File: config.mk
export PLATFORM = sky130hd
export DESIGN_NAME = srdz_post
export DESIGN_NICKNAME = d
export VERILOG_FILES = /design/src/design/srdz_pkg.sv /design/src/design/srdz_post.sv
export SDC_FILE = /design/constraint.sdc
export NUM_CORES = 2
export LEC_CHECK = 0
export BUFFER_PORTS_ARGS = -buffer_cell sky130_fd_sc_hd__buf_4
export CAP_MARGIN = 20
export CORE_AREA = 10 10 552 554
export DETAILED_ROUTE_END_ITERATION = 16
export DIE_AREA = 0 0 562 564
export PLACE_DENSITY = 0.41
export SYNTH_ARGS = -nofsm -noshare
export SYNTH_HDL_FRONTEND = slang
export SYNTH_SLANG_ARGS = --single-unit
File: constraint.sdc
create_clock -name clock -period 10.31 [get_ports clock]
set_clock_uncertainty 0.2 [all_clocks]
set_input_delay 0 -clock clock [delete_from_list [all_inputs] [get_ports clock]]
set_output_delay 0 -clock clock [all_outputs]
set_load 0.03 [all_outputs]
File: src/design/srdz_pkg.sv
// Shared types and constants of the stick radial dead-zone core.
`timescale 1ns / 1ps
package srdz_pkg;

   localparam int FRAC_BITS     = 15;
   localparam int FRAC_W        = FRAC_BITS + 1;
   localparam int SEARCH_STAGES = FRAC_BITS + 1;
   localparam int LANES         = 6;
   localparam int STICKS        = 2;
   localparam int AXES          = 4;

   localparam logic [14:0] FULL_SCALE      = 15'd32767;
   localparam logic [14:0] LEFT_DZ_RESET   = 15'd7849;
   localparam logic [14:0] RIGHT_DZ_RESET  = 15'd8689;

   localparam logic CSR_LEFT_DZ  = 1'b0;
   localparam logic CSR_RIGHT_DZ = 1'b1;

   localparam int LANE_LEVEL = 0;
   localparam int LANE_X     = 1;
   localparam int LANE_Y     = 2;

   typedef struct packed {
      logic signed [15:0] left_x;
      logic signed [15:0] left_y;
      logic signed [15:0] right_x;
      logic signed [15:0] right_y;
      logic               pad_connected;
   } srdz_req_type;

   typedef struct packed {
      logic signed [15:0] left_out_x;
      logic signed [15:0] left_out_y;
      logic        [14:0] left_level;
      logic signed [15:0] right_out_x;
      logic signed [15:0] right_out_y;
      logic        [14:0] right_level;
   } srdz_rsp_type;

   // One bit search: largest c with c*c*k2 + 2*c*k1 + k0 <= lim.
   typedef struct packed {
      logic [FRAC_W-1:0] c;
      logic [63:0]       t;
      logic [47:0]       u;
      logic [31:0]       k2;
      logic [63:0]       lim;
   } lane_type;

   typedef lane_type [LANES-1:0] lane_set_type;

   typedef struct packed {
      logic [AXES-1:0]   neg;
      logic [STICKS-1:0] dead;
      logic              connected;
   } side_type;

endpackage

File: src/design/srdz_post.sv
// Output stages: direction times level, saturation, sign and zeroing.
`timescale 1ns / 1ps
module srdz_post (
   input  logic                    clock,
   input  logic                    reset,
   input  logic                    in_valid,
   output logic                    in_ready,
   input  srdz_pkg::lane_set_type  in_lanes,
   input  srdz_pkg::side_type      in_side,
   output logic                    out_valid,
   input  logic                    out_ready,
   output srdz_pkg::srdz_rsp_type  out_data
);
   import srdz_pkg::*;

   logic [FRAC_W-1:0] lev_ff [STICKS];
   logic [FRAC_W-1:0] lev_in [STICKS];
   logic [31:0] prod_ff [AXES];
   logic [31:0] prod_in [AXES];
   side_type side_ff;
   logic valid1_ff, valid2_ff;
   logic ready1;
   srdz_rsp_type rsp_ff, rsp_in;

   assign ready1   = !valid2_ff || out_ready;
   assign in_ready = !valid1_ff || ready1;

   always_comb begin
      for (int s = 0; s < STICKS; s++) begin
         lev_in[s] = in_lanes[3*s+LANE_LEVEL].c;
         prod_in[2*s]   = 32'(in_lanes[3*s+LANE_X].c) * 32'(in_lanes[3*s+LANE_LEVEL].c);
         prod_in[2*s+1] = 32'(in_lanes[3*s+LANE_Y].c) * 32'(in_lanes[3*s+LANE_LEVEL].c);
      end
   end

   always_comb begin
      logic [15:0] axis [AXES];
      logic [14:0] level [STICKS];
      logic [16:0] mag;
      logic [15:0] val;
      logic live;
      for (int i = 0; i < AXES; i++) begin
         mag = prod_ff[i][31:15];
         val = (mag > 17'(FULL_SCALE)) ? {1'b0, FULL_SCALE} : mag[15:0];
         live = side_ff.connected && !side_ff.dead[i/2];
         axis[i] = !live ? 16'd0 : (side_ff.neg[i] ? 16'(-val) : val);
      end
      for (int s = 0; s < STICKS; s++) begin
         live = side_ff.connected && !side_ff.dead[s];
         level[s] = !live ? 15'd0
                  : (lev_ff[s] > FRAC_W'(FULL_SCALE)) ? FULL_SCALE : lev_ff[s][14:0];
      end
      rsp_in.left_out_x  = axis[0];
      rsp_in.left_out_y  = axis[1];
      rsp_in.left_level  = level[0];
      rsp_in.right_out_x = axis[2];
      rsp_in.right_out_y = axis[3];
      rsp_in.right_level = level[1];
   end

   always_ff @(posedge clock) begin
      if (reset) begin
         valid1_ff <= 1'b0;
         valid2_ff <= 1'b0;
      end else begin
         if (in_ready) valid1_ff <= in_valid;
         if (ready1) valid2_ff <= valid1_ff;
      end
   end

   always_ff @(posedge clock) begin
      if (in_ready && in_valid) begin
         lev_ff  <= lev_in;
         prod_ff <= prod_in;
         side_ff <= in_side;
      end
      if (ready1 && valid1_ff) begin
         rsp_ff <= rsp_in;
      end
   end

   assign out_valid = valid2_ff;
   assign out_data  = rsp_ff;

endmodule

==> flow_summary.yaml <==
sta:
  slew-limit-headroom: 0.317
  clock.fmax_mhz: 145
  fin_crit_ns: 6.91
  holdWs_ns: 0.100
  setup_viol: 0
  hold_viol: 0
  fin_setup_tns_ns: 0
  timing_max_transition_violations_final: 0
  worstMarginPinSlew_ns: 1.02
  rsz0062_at_grt: "false"
  finalCritPeriodShare: 0.670
worst_hold_path:
  hold_class: "primary input to flip-flop"
  min_path_cells: 5
die:
  die_width_um: 562
  die_area_mm2: 0.317
  design.core.area_mm2: 0.293
  die_y_um: 564
  start_util: 0.137
  std_cell_rows: 199
  pin_count: 1451
clock_tree:
  clock_path_buffers: 3
  cts_tree: "built"
  clock-sinks: 203
  cts_setup_buffers: 0
  htree_levels: 1
  clk_pin_slew_ns: 0.06
  cts_made_buffers: 28
  cts-root-buf: "clkbuf_16"
  cts-resized-gates: 0
  clk_latency_ns: 0.62
  holdBufCountCts: 52
synthesis:
  synth-seq-area-share: 0.151
  ys_warn_count: 0
  ys_ff_latch: 203
  synth.distinct_cells: 61
  synth_edf_count: 201
  synthFlopType: "edfxtp_1"
  async_flop_share: 0
  avgSynthCellArea_um2: 9.42
  syn_area_mm2: 0.0403
  syn_inst: 4275
  syn_nets: 6810
place:
  place_hpwl_mm: 97.0
  port_buffers: 202
  place_congestion: 0.755
cells_and_area:
  final_nets: 6916
  areaGrowthSynthToFinish_pct: 18.0
  drive_gt1_frac: 0.0616
  fillCellCount: 33201
grt:
  grt_overflow: 0
  grt_use_total: 0.0807
  top_usage_layer: "met2"
  antenna_found_initial: 38
  grtUsageMet1: 0.104
  grt_first_pass_wirelength_mm: 199
  grt_max_degree: 63
  grt_pass1_vias: 32582
  grtUsageMet2: 0.136
  grtUsageMet3: 0.0191
setup_path:
  critPathKind: "primary input to flip-flop"
  cp-start-kind: "primary input"
  endpoint_kind: "flip-flop"
  crit_arrival_ns: 7.07
  crit_path_max_fanout: 33
  cp.required_ns: 10.46
  ff2ff_path_depth: 10
route:
  first_pass_iters: 5
  vias: 29158
  wl_per_cell_um: 15.4
  drc: 0
  vias_per_cell: 3.50
  final_antenna_net_count: 0
  wirelength_mm: 128
  drtIter0Drc: 1318
run_status:
  status: "complete, no violations"
power_and_ir_drop:
  power_leakage_nw: 21.6
  powerDensity_mw_per_mm2: 302
  ir_drop_mv: 0.316
job:
  drv_cap: 0
through the flow:
stage	setup slack, ns	total power (W)	cell area [um2]	util	cells
6_report	3.40	0.0143	47500	0.162	8329
5_1_grt	2.88	0.0164	47500	0.162	8323
4_1_cts	3.30	0.0148	47500	0.162	8319
3_5_place_dp	3.19	0.0136	46000	0.157	8217
3_3_place_gp	3.17	0.0137	46000	0.157	8217
2_1_floorplan	3.96	0.0102	40300	-	4275
kinds of logic after synthesis:
| logic type | synth area share |
|---|---|
| compound gates | 0.0399 |
| xor+xnor | 0.0181 |
| fa+ha+maj | 0.511 |
| buf+inv | 0.100 |
| flops | 0.151 |
| simple gates | 0.180 |
cells in the mapped netlist, drive strengths merged, types with 15 or more instances:
cell type	count	area, um2
nand2	611	2290
and2	483	3020
nor2	238	893
nand3	17	85.1
a211oi	22	170
edfxtp	201	6040
a21o	23	173
fa	772	15500
or3	22	138
a21oi	53	269
nand4	15	93.8
ha	408	5100
xnor2	56	490
a221oi	23	219
xor2	27	236
o21ai	47	246
nor3	43	220
inv	892	3350
clkbuf	181	679
nand2b	19	119
flip-flops by register name (all words and copies together), names as in the netlist:
name / count
lev_ff: 32
out_data: 94
out_valid: 1
prod_ff: 68
side_ff: 7
valid1_ff: 1
power breakdown:
part | switching [W] | internal, W
clock network | 0.000429 | 0.000554
registers | 0.000162 | 0.00162
logic | 0.00685 | 0.00471
total | 0.00744 | 0.00688
cell usage in the layout, fill, tap and decap left out, drive strengths merged, types with 19 or more instances in the layout:
| cell type | count |
|---|---|
| inv | 896 |
| fa | 772 |
| nand2 | 611 |
| and2 | 483 |
| ha | 408 |
| nor2 | 238 |
| buf | 207 |
| edfxtp | 201 |
| xnor2 | 56 |
| a21oi | 53 |
| dlygate4sd3 | 52 |
| o21ai | 47 |
| nor3 | 43 |
| clkbuf | 33 |
| xor2 | 27 |
| a21o | 23 |
| a221oi | 23 |
| or3 | 22 |
| a211oi | 22 |
| nand2b | 19 |
worst max-delay path, stage by stage:
cell	delay, ns
dlygate4sd3_1	0.52
buf_4	0.49
nand2_1	0.16
fa_1	0.54
fa_1	0.56
inv_1	0.06
fa_1	0.48
fa_1	0.54
fa_1	0.50
inv_1	0.05
fa_1	0.48
inv_1	0.04
ha_1	0.34
a21oi_1	0.08
o21ai_0	0.57
o21bai_1	0.15
a311oi_1	0.52
nor2_1	0.14
a211oi_1	0.43
o31a_1	0.19
nor2_1	0.05
xnor2_1	0.12
cell type report:
| cell class | count | area [um2] | share of cell area |
|---|---|---|---|
| multi-input combinational | 2996 | 30200 | 0.635 |
| timing repair buffer | 260 | 2080 | 0.0438 |
| tap | 3919 | 4900 | 0.103 |
| sequential | 203 | 6080 | 0.128 |
| antenna | 9 | 22.5 | 0.000474 |
| clock buffer | 32 | 716 | 0.0151 |
| clock inverter | 18 | 188 | 0.00395 |
| inverter | 892 | 3350 | 0.0705 |
per-layer routing:
layer / wire, um / vias to the layer above
met4: 3180 / 30
met1: 56000 / 15208
met2: 61100 / 586
li1: - / 13177
met3: 7470 / 157
met5: 195 / -
worst paths after layout:
kind | from | endpoint | slack, ns
max | in_lanes[209] | prod_ff[94] | 3.40
min reg2reg | lev_ff[9] | out_data[9] | 0.33
max reg2reg | prod_ff[63] | out_data[45] | 5.80
min | out_ready | out_valid | 0.10
Power figures use the tool's default switching activity.
